[config.mk]
export PLATFORM = sky130hd
export DESIGN_NAME = polygon_halfplane_constraints
export DESIGN_NICKNAME = d
export VERILOG_FILES = /design/src/rtl/phc_pkg.sv /design/src/rtl/phc_front.sv /design/src/rtl/phc_fifo.sv /design/src/rtl/phc_back.sv /design/src/rtl/polygon_halfplane_constraints.sv
export VERILOG_INCLUDE_DIRS = /design/src /design/src/rtl
export SDC_FILE = /design/constraint.sdc
export NUM_CORES = 2
export LEC_CHECK = 0
export ABC_AREA = 1
export BUFFER_PORTS_ARGS = -buffer_cell sky130_fd_sc_hd__buf_2
export CORE_UTILIZATION = 45
export DETAILED_ROUTE_END_ITERATION = 10
export PLACE_DENSITY_LB_ADDON = 0.08
export SLEW_MARGIN = 20
export SYNTH_ARGS = -nofsm -noshare
export SYNTH_HDL_FRONTEND = slang
export SYNTH_SLANG_ARGS = --single-unit
export TNS_END_PERCENT = 10
[constraint.sdc]
create_clock -name i_clk -period 15.8 [get_ports i_clk]
set_clock_uncertainty 0.15 [all_clocks]
set_input_delay 0.79 -clock i_clk [delete_from_list [all_inputs] [get_ports i_clk]]
set_output_delay 0.79 -clock i_clk [all_outputs]
set_load 0.01 [all_outputs]
[src/rtl/polygon_halfplane_constraints_defines.svh]
// Assertion macros shared by the polygon half-plane constraint RTL.
// Expects i_clk and i_rst_n in the scope of each use.
`ifndef POLYGON_HALFPLANE_CONSTRAINTS_DEFINES_SVH
`define POLYGON_HALFPLANE_CONSTRAINTS_DEFINES_SVH

// check a condition at every edge outside reset
`define PHC_ASSERT_ALWAYS(label, cond, msg) \
    label: assert property (@(posedge i_clk) disable iff (!i_rst_n) (cond)) \
        else $error(msg);

// check a consequence in the cycle after its trigger
`define PHC_ASSERT_NEXT(label, ante, cons, msg) \
    label: assert property (@(posedge i_clk) disable iff (!i_rst_n) (ante) |=> (cons)) \
        else $error(msg);

`endif

[src/rtl/phc_pkg.sv]
// Package for the polygon half-plane constraint block: sizes and the edge job type.
// No dependencies.
package phc_pkg;

    localparam int MAX_VERTICES = 16;
    localparam int FIFO_DEPTH   = 4;
    localparam int FIFO_AW      = $clog2(FIFO_DEPTH);
    localparam int FIFO_CW      = $clog2(FIFO_DEPTH + 1);

    typedef struct packed {
        logic signed [15:0] xa;
        logic signed [15:0] ya;
        logic signed [15:0] xb;
        logic signed [15:0] yb;
        logic signed [15:0] xc;
        logic signed [15:0] yc;
        logic        [7:0]  idx;
        logic               last;
    } t_job;

endpackage

[src/rtl/phc_front.sv]
// Front end: accepts vertices, tracks polygon state, and issues edge jobs.
// Depends on phc_pkg and polygon_halfplane_constraints_defines.svh.
`include "polygon_halfplane_constraints_defines.svh"

module phc_front (
    input  logic                i_clk,
    input  logic                i_rst_n,
    input  logic                i_valid,
    output logic                o_stall,
    input  logic signed [15:0]  i_vertex_x,
    input  logic signed [15:0]  i_vertex_y,
    input  logic                i_last_vertex,
    output logic                o_job_valid,
    output phc_pkg::t_job       o_job,
    input  logic                i_job_stall
);

    logic signed [15:0] r_first_x, r_first_y, r_second_x, r_second_y;
    logic signed [15:0] r_older_x, r_older_y, r_newer_x, r_newer_y;
    logic signed [15:0] n_first_x, n_first_y, n_second_x, n_second_y;
    logic signed [15:0] n_older_x, n_older_y, n_newer_x, n_newer_y;
    logic [7:0]         r_vcount, n_vcount;
    phc_pkg::t_job      r_jobs [3];
    phc_pkg::t_job      n_jobs [3];
    logic [1:0]         r_cnt, n_cnt;
    logic               push;
    logic               accept;
    logic               last;

    function automatic phc_pkg::t_job make_job(
        input logic signed [15:0] xa, input logic signed [15:0] ya,
        input logic signed [15:0] xb, input logic signed [15:0] yb,
        input logic signed [15:0] xc, input logic signed [15:0] yc,
        input logic [7:0] idx, input logic lst
    );
        phc_pkg::t_job j;
        j.xa   = xa;
        j.ya   = ya;
        j.xb   = xb;
        j.yb   = yb;
        j.xc   = xc;
        j.yc   = yc;
        j.idx  = idx;
        j.last = lst;
        return j;
    endfunction

    assign push        = (r_cnt != 2'd0) && !i_job_stall;
    assign o_job_valid = (r_cnt != 2'd0);
    assign o_job       = r_jobs[0];
    assign o_stall     = (r_cnt > 2'd1) || ((r_cnt == 2'd1) && i_job_stall);
    assign accept      = i_valid && !o_stall;
    assign last        = i_last_vertex ||
                         (({1'b0, r_vcount} + 9'd1) >= 9'(phc_pkg::MAX_VERTICES));

    always_comb begin
        n_first_x  = r_first_x;
        n_first_y  = r_first_y;
        n_second_x = r_second_x;
        n_second_y = r_second_y;
        n_older_x  = r_older_x;
        n_older_y  = r_older_y;
        n_newer_x  = r_newer_x;
        n_newer_y  = r_newer_y;
        n_vcount   = r_vcount;
        n_jobs     = r_jobs;
        n_cnt      = r_cnt;
        if (push) begin
            n_jobs[0] = r_jobs[1];
            n_jobs[1] = r_jobs[2];
            n_cnt     = r_cnt - 2'd1;
        end
        if (accept) begin
            n_vcount = last ? 8'd0 : (r_vcount + 8'd1);
            case (r_vcount)
                8'd0: begin
                    n_first_x = i_vertex_x;
                    n_first_y = i_vertex_y;
                    n_older_x = i_vertex_x;
                    n_older_y = i_vertex_y;
                    n_newer_x = i_vertex_x;
                    n_newer_y = i_vertex_y;
                    n_jobs[0] = make_job(i_vertex_x, i_vertex_y, i_vertex_x, i_vertex_y,
                                         i_vertex_x, i_vertex_y, 8'd0, 1'b1);
                    n_cnt     = last ? 2'd1 : 2'd0;
                end
                8'd1: begin
                    n_second_x = i_vertex_x;
                    n_second_y = i_vertex_y;
                    n_older_x  = r_first_x;
                    n_older_y  = r_first_y;
                    n_newer_x  = i_vertex_x;
                    n_newer_y  = i_vertex_y;
                    n_jobs[0]  = make_job(r_first_x, r_first_y, i_vertex_x, i_vertex_y,
                                          r_first_x, r_first_y, 8'd0, 1'b0);
                    n_jobs[1]  = make_job(i_vertex_x, i_vertex_y, r_first_x, r_first_y,
                                          i_vertex_x, i_vertex_y, 8'd1, 1'b1);
                    n_cnt      = last ? 2'd2 : 2'd0;
                end
                default: begin
                    n_older_x = r_newer_x;
                    n_older_y = r_newer_y;
                    n_newer_x = i_vertex_x;
                    n_newer_y = i_vertex_y;
                    n_jobs[0] = make_job(r_older_x, r_older_y, r_newer_x, r_newer_y,
                                         i_vertex_x, i_vertex_y, r_vcount - 8'd2, 1'b0);
                    n_jobs[1] = make_job(r_newer_x, r_newer_y, i_vertex_x, i_vertex_y,
                                         r_first_x, r_first_y, r_vcount - 8'd1, 1'b0);
                    n_jobs[2] = make_job(i_vertex_x, i_vertex_y, r_first_x, r_first_y,
                                         r_second_x, r_second_y, r_vcount, 1'b1);
                    n_cnt     = last ? 2'd3 : 2'd1;
                end
            endcase
        end
    end

    always_ff @(posedge i_clk) begin
        r_first_x  <= n_first_x;
        r_first_y  <= n_first_y;
        r_second_x <= n_second_x;
        r_second_y <= n_second_y;
        r_older_x  <= n_older_x;
        r_older_y  <= n_older_y;
        r_newer_x  <= n_newer_x;
        r_newer_y  <= n_newer_y;
        r_jobs     <= n_jobs;
        if (!i_rst_n) begin
            r_vcount <= 8'd0;
            r_cnt    <= 2'd0;
        end else begin
            r_vcount <= n_vcount;
            r_cnt    <= n_cnt;
        end
    end

    `PHC_ASSERT_ALWAYS(a_cnt_range, r_cnt <= 2'd3, "front job count out of range")
    `PHC_ASSERT_ALWAYS(a_vcount_range, r_vcount < 8'(phc_pkg::MAX_VERTICES), "vertex count past limit")
    `PHC_ASSERT_NEXT(a_last_restarts, accept && last, r_vcount == 8'd0, "polygon did not restart")

endmodule

[src/rtl/phc_fifo.sv]
// Short job queue between the front end and the row datapath.
// Depends on phc_pkg and polygon_halfplane_constraints_defines.svh.
`include "polygon_halfplane_constraints_defines.svh"

module phc_fifo (
    input  logic          i_clk,
    input  logic          i_rst_n,
    input  logic          i_push,
    input  phc_pkg::t_job i_data,
    output logic          o_full,
    output logic          o_valid,
    output phc_pkg::t_job o_data,
    input  logic          i_pop
);

    phc_pkg::t_job                r_mem [phc_pkg::FIFO_DEPTH];
    logic [phc_pkg::FIFO_AW-1:0]  r_wr, n_wr, r_rd, n_rd;
    logic [phc_pkg::FIFO_CW-1:0]  r_count, n_count;
    logic                         wr_en, rd_en;

    assign o_full  = (r_count == phc_pkg::FIFO_CW'(phc_pkg::FIFO_DEPTH));
    assign o_valid = (r_count != '0);
    assign o_data  = r_mem[r_rd];
    assign wr_en   = i_push && !o_full;
    assign rd_en   = i_pop && o_valid;

    always_comb begin
        n_wr    = wr_en ? r_wr + phc_pkg::FIFO_AW'(1) : r_wr;
        n_rd    = rd_en ? r_rd + phc_pkg::FIFO_AW'(1) : r_rd;
        n_count = r_count;
        if (wr_en && !rd_en) begin
            n_count = r_count + phc_pkg::FIFO_CW'(1);
        end else if (rd_en && !wr_en) begin
            n_count = r_count - phc_pkg::FIFO_CW'(1);
        end
    end

    always_ff @(posedge i_clk) begin
        if (wr_en) begin
            r_mem[r_wr] <= i_data;
        end
    end

    always_ff @(posedge i_clk) begin
        if (!i_rst_n) begin
            r_wr    <= '0;
            r_rd    <= '0;
            r_count <= '0;
        end else begin
            r_wr    <= n_wr;
            r_rd    <= n_rd;
            r_count <= n_count;
        end
    end

    `PHC_ASSERT_ALWAYS(a_count_range, r_count <= phc_pkg::FIFO_CW'(phc_pkg::FIFO_DEPTH), "queue count past depth")
    `PHC_ASSERT_ALWAYS(a_no_underflow, !(i_pop && !o_valid), "pop from empty queue")
    `PHC_ASSERT_ALWAYS(a_ptr_match, (r_wr == r_rd) == (!o_valid || o_full), "pointers disagree")

endmodule

[src/rtl/phc_back.sv]
// Row datapath: edge normal and offset, inward-side test, sign fix, output register.
// Depends on phc_pkg.
module phc_back (
    input  logic                i_clk,
    input  logic                i_rst_n,
    input  logic                i_job_valid,
    input  phc_pkg::t_job       i_job,
    output logic                o_job_pop,
    output logic                o_valid,
    input  logic                i_stall,
    output logic signed [16:0]  o_normal_x,
    output logic signed [16:0]  o_normal_y,
    output logic signed [32:0]  o_offset,
    output logic [7:0]          o_row_index,
    output logic                o_last_row
);

    typedef struct packed {
        logic signed [16:0] nx;
        logic signed [16:0] ny;
        logic signed [31:0] p1;
        logic signed [31:0] p2;
        logic signed [15:0] xc;
        logic signed [15:0] yc;
        logic [7:0]         idx;
        logic               last;
    } t_s1;

    typedef struct packed {
        logic signed [16:0] nx;
        logic signed [16:0] ny;
        logic signed [32:0] off;
        logic signed [32:0] e1;
        logic signed [32:0] e2;
        logic [7:0]         idx;
        logic               last;
    } t_s2;

    typedef struct packed {
        logic signed [16:0] nx;
        logic signed [16:0] ny;
        logic signed [32:0] off;
        logic               neg;
        logic [7:0]         idx;
        logic               last;
    } t_s3;

    t_s1                r_s1, n_s1;
    t_s2                r_s2, n_s2;
    t_s3                r_s3, n_s3;
    logic               r_v1, r_v2, r_v3, r_vo;
    logic signed [34:0] eval;
    logic               adv;

    assign adv       = !(r_vo && i_stall);
    assign o_job_pop = adv && i_job_valid;
    assign o_valid   = r_vo;

    always_comb begin
        n_s1.nx   = 17'(i_job.yb) - 17'(i_job.ya);
        n_s1.ny   = 17'(i_job.xa) - 17'(i_job.xb);
        n_s1.p1   = 32'(i_job.ya) * 32'(i_job.xb);
        n_s1.p2   = 32'(i_job.xa) * 32'(i_job.yb);
        n_s1.xc   = i_job.xc;
        n_s1.yc   = i_job.yc;
        n_s1.idx  = i_job.idx;
        n_s1.last = i_job.last;

        n_s2.nx   = r_s1.nx;
        n_s2.ny   = r_s1.ny;
        n_s2.off  = 33'(r_s1.p1) - 33'(r_s1.p2);
        n_s2.e1   = 33'(r_s1.nx) * 33'(r_s1.xc);
        n_s2.e2   = 33'(r_s1.ny) * 33'(r_s1.yc);
        n_s2.idx  = r_s1.idx;
        n_s2.last = r_s1.last;

        eval      = 35'(r_s2.e1) + 35'(r_s2.e2) + 35'(r_s2.off);
        n_s3.nx   = r_s2.nx;
        n_s3.ny   = r_s2.ny;
        n_s3.off  = r_s2.off;
        n_s3.neg  = eval[34];
        n_s3.idx  = r_s2.idx;
        n_s3.last = r_s2.last;
    end

    always_ff @(posedge i_clk) begin
        if (adv) begin
            r_s1        <= n_s1;
            r_s2        <= n_s2;
            r_s3        <= n_s3;
            o_normal_x  <= r_s3.neg ? -r_s3.nx : r_s3.nx;
            o_normal_y  <= r_s3.neg ? -r_s3.ny : r_s3.ny;
            o_offset    <= r_s3.neg ? -r_s3.off : r_s3.off;
            o_row_index <= r_s3.idx;
            o_last_row  <= r_s3.last;
        end
        if (!i_rst_n) begin
            r_v1 <= 1'b0;
            r_v2 <= 1'b0;
            r_v3 <= 1'b0;
            r_vo <= 1'b0;
        end else if (adv) begin
            r_v1 <= i_job_valid;
            r_v2 <= r_v1;
            r_v3 <= r_v2;
            r_vo <= r_v3;
        end
    end

endmodule

[src/rtl/polygon_halfplane_constraints.sv]
// Channel   Dir  Handshake         Payload
// vertex    in   i_valid/o_stall   i_vertex_x, i_vertex_y, i_last_vertex
// row       out  o_valid/i_stall   o_normal_x, o_normal_y, o_offset, o_row_index, o_last_row
// One vertex per cycle unless o_stall is high; a final vertex queues up to three rows in the front end.
// A row's job passes through three stages plus the output register before the row leaves.
// Synchronous active-low reset clears counts and valids; no clearing pass.
// An output stall while o_valid is high freezes the datapath; the four-entry job queue absorbs the front end.
// Top level: phc_front, phc_fifo and phc_back; depends on phc_pkg.
module polygon_halfplane_constraints (
    input  logic                i_clk,
    input  logic                i_rst_n,
    input  logic                i_valid,
    output logic                o_stall,
    input  logic signed [15:0]  i_vertex_x,
    input  logic signed [15:0]  i_vertex_y,
    input  logic                i_last_vertex,
    output logic                o_valid,
    input  logic                i_stall,
    output logic signed [16:0]  o_normal_x,
    output logic signed [16:0]  o_normal_y,
    output logic signed [32:0]  o_offset,
    output logic [7:0]          o_row_index,
    output logic                o_last_row
);

    logic          job_push, job_full, job_valid, job_pop;
    phc_pkg::t_job push_job, pop_job;

    phc_front u_front (
        .i_clk         (i_clk),
        .i_rst_n       (i_rst_n),
        .i_valid       (i_valid),
        .o_stall       (o_stall),
        .i_vertex_x    (i_vertex_x),
        .i_vertex_y    (i_vertex_y),
        .i_last_vertex (i_last_vertex),
        .o_job_valid   (job_push),
        .o_job         (push_job),
        .i_job_stall   (job_full)
    );

    phc_fifo u_fifo (
        .i_clk   (i_clk),
        .i_rst_n (i_rst_n),
        .i_push  (job_push),
        .i_data  (push_job),
        .o_full  (job_full),
        .o_valid (job_valid),
        .o_data  (pop_job),
        .i_pop   (job_pop)
    );

    phc_back u_back (
        .i_clk       (i_clk),
        .i_rst_n     (i_rst_n),
        .i_job_valid (job_valid),
        .i_job       (pop_job),
        .o_job_pop   (job_pop),
        .o_valid     (o_valid),
        .i_stall     (i_stall),
        .o_normal_x  (o_normal_x),
        .o_normal_y  (o_normal_y),
        .o_offset    (o_offset),
        .o_row_index (o_row_index),
        .o_last_row  (o_last_row)
    );

endmodule
==> summary.md <==
| Metric | Value |
|---|---|
| CTS Buf Count | 149 |
| Post-synth EDFFs | 1191 |
| GR Overflow Total | 0 |
| Crit-path slowest cell | buf_4 |
| Vias/cell | 5.18 |
| Syn Inst Count | 9949 |
| Ys Warns | 0 |
| DRT Pass-1 Iters | 6 |
| Relative slew slack | 24.9% |
| Seq/Total Area, Yosys | 39.2% |
| Syn Nets | 11500 |
| # IOs | 115 |
| First-pass GRT wire length | 420000 µm |
| Buf+Inv Stages, Crit Path | 8 |
| Clk Latency, worst-skew pair | 840 ps |
| Minimum clock period | 9120 ps |
| Post-synth ARST share | 0% |
| Share of cells above drive strength 1 | 6.55% |
| Clock tree buffer depth | 3 |
| H-Tree Depth | 4 |
| Synth unique cells | 54 |
| Period utilisation layout | 57.7% |
| Synthesized flop and latch total | 1319 |
| Die area | 219000 µm² |
| CTS hold repair buffers | 0 |
| Worst hold slack | 89.8 ps |
| Final setup margin | 6680 ps |
| Fin Setup TNS | 0 ps |
| Post-CTS setup repair buffer count | 0 |
| Rows | 170 |
| Top cells by area, synth | edfxtp_1 (37%), fa_1 (23%), nand2_1 (8.1%) |
| DR WL/cell | 21.0 µm |
| Initial DRC count | 4716 |
| Initial core utilization | 45.4% |
| FMAX | 110 MHz |
| Outcome | complete, no violations |
| Slowest cell delay on critical path | 750 ps |
| Post-synthesis instance area | 97900 µm² |
| Syn avg cell area | 9.84 µm² |
| Area delta synth->final | 8.42% |
| Post-DP HPWL | 208000 µm |
| Final hold viol count | 0 |
| Worst-path fanout max | 62 |
| Path category of the worst min-delay check | input port to register |
| CP delay by family, top | adder cells |
| DRT Wirelength | 272000 µm |
| CTS resizes | 0 |
| GPL Wtd Cong | 0.956 |
| Top cell by count, worst path | fa_1 |
| FF-to-FF setup slack | 6680 ps |
| Chip height | 468 µm |
| Routed Antenna Nets | 0 |
| Crit. End Element | register |
| Input/output buffers | 114 |
| Largest net degree at the start of global routing | 194 |
| Final Max Tran Viols | 0 |
| Top_reg_cell synth | edfxtp_1 |
| Setup CP Type | register to register |
| CP required | 16210 ps |
| Pre-CTS WS | 6680 ps |
| Via count | 67000 |
| Max cap viols | 0 |
| Die X | 468 µm |
| CTS tree | built |
| Gr usage total | 25.3% |
| Core Region | 215000 µm² |
| Vias in the first global route | 70000 |
| Number of remaining DRC errors | 0 |
| Nets | 11600 |
| CTS root buf | clkbuf_16 |
| CTS clock-pin slew for the worst setup and hold paths | 60 ps |
| # setup viols final | 0 |
| RSZ-0062 raised after global routing | false |
| Worst EP arrival | 9530 ps |
| Synth top area share | 36.5% |
| Crit-path cells | buf_4 > inv_6 > buf_4 > buf_4 > a21oi_1 > a32oi_4 > inv_2 > nor2_1 > fa_1 > fa_1 > inv_1 > fa_1 > fa_1 > inv_1 > fa_1 > fa_1 > ha_1 > nand2_1 > nor2_1 > inv_1 > nor3_1 > nand3_1 > nand4_1 > nand2_1 |
| CTS sink cnt | 1319 |
| Cell taking the most area after synthesis | edfxtp_1 |
| Worst slew pin tran | 1130 ps |
| Startpoint Class | register |
| Antenna violations before repair | 11 |
[layout by cell type, fill, tap and decap left out, drive strengths merged]
cell type,count
nand2b,2
a32oi,62
a21oi,422
nor3,81
o221ai,20
inv,2049
nand3b,27
nand4,72
o211ai,45
or2,85
and2,7
a21boi,6
buf,197
xnor2,42
a21o,8
and3,1
nand3,224
fa,1112
a31oi,30
clkbuf,189
nand2,2126
dfxtp,128
clkinvlp,10
edfxtp,1191
o31ai,25
o21a,6
bufinv,10
mux2i,1
o21bai,32
a22oi,12
ha,445
o22ai,72
nor4,7
diode,2
clkinv,68
nor2,795
xor2,160
o21ai,323
[Yosys cell counts, types with 8 or more instances]
cell      number
nand3_1      221
dfxtp_1      128
a21oi_1      414
nand2_1     2120
nand4_1       72
a22oi_1       12
o31ai_1       25
o21ai_1       11
a31oi_1       30
buf_2         99
inv_2         65
ha_1         445
o21bai_1      32
xnor2_1       42
o211ai_1      45
a32oi_4       20
buf_6         18
o21ai_0      311
a32oi_1       13
a21oi_2        8
a32oi_2       29
nand3b_1      27
edfxtp_1    1191
inv_1       1980
or2_2         85
xor2_1       160
nor2_1       787
nor3_1        81
o22ai_1       72
o221ai_1      20
clkbuf_1     171
buf_4         36
fa_1        1112
a21o_1         8
[stage by stage]
| stage | utilization (%) | cells | cell area (µm²) |
|---|---|---|---|
| after floorplan | - | 9949 | 97900 |
| after global placement | 46.9 | 12700 | 101000 |
| after detailed placement | 46.9 | 12700 | 101000 |
| after CTS | 49.2 | 12900 | 106000 |
| after global routing | 49.3 | 12900 | 106000 |
| final | 49.3 | 12900 | 106000 |
[final cells by class]
class / instances / area [µm²]
multi-input cells: 6250 / 50300
inverters: 2048 / 7700
clock buffers: 189 / 3970
fillers: 20200 / 109000
well taps: 2838 / 3550
clock inverters: 89 / 1070
repair buffers: 197 / 1210
diodes: 2 / 5.00
flip-flops and latches: 1319 / 38300
[metal layers]
metal	share of wire [%]	routed length, µm	global-route usage, %	vias up
met4	3.9	10500	9.23	2
met5	0.0040	11	0	-
met3	4.7	12900	3.17	408
met2	48	132000	42.9	1873
met1	43	117000	33.3	33400
li1	-	-	-	31400
[final timing paths]
path                        start  cells after the start            endpoint
setup / recovery         register                     24     u_back.r_s1[68]
setup reg to reg         register                     24     u_back.r_s1[68]
hold / removal      i_vertex_y[8]                      1  u_front.r_jobs[81]
hold reg to reg   u_back.n_s3[46]                      0     u_back.r_s3[46]
[cell families (layout without fill, tap and decap cells)]
family | count (synthesis) | in the layout | share of synthesized area [%]
mux | 1 | 1 | 0.0102
other cells | 0 | 2 | 0
fa+ha+maj | 1557 | 1557 | 28.4
simple gates | 3427 | 3427 | 14.2
flops | 1319 | 1319 | 39.2
compound gates | 1063 | 1063 | 6.86
buf+inv | 2380 | 2523 | 9.54
xor+xnor | 202 | 202 | 1.81
[state kept, by name, summed over array words and instances (netlist names), 17 cells and up, named ones only]
register           cells
u_back.o_normal_x     17
u_back.r_s2           66
u_back.o_offset       33
u_back.r_s1           96
u_back.n_s2           43
u_fifo.r_mem         420
u_back.n_s3           76
u_front.r_jobs       209
u_front.o_job        105
u_back.o_normal_y     17
u_back.r_s3           77
Power is left out: the tool's default activity adds up to more than one toggle a clock period on the data nets, which glitch-free logic cannot reach.
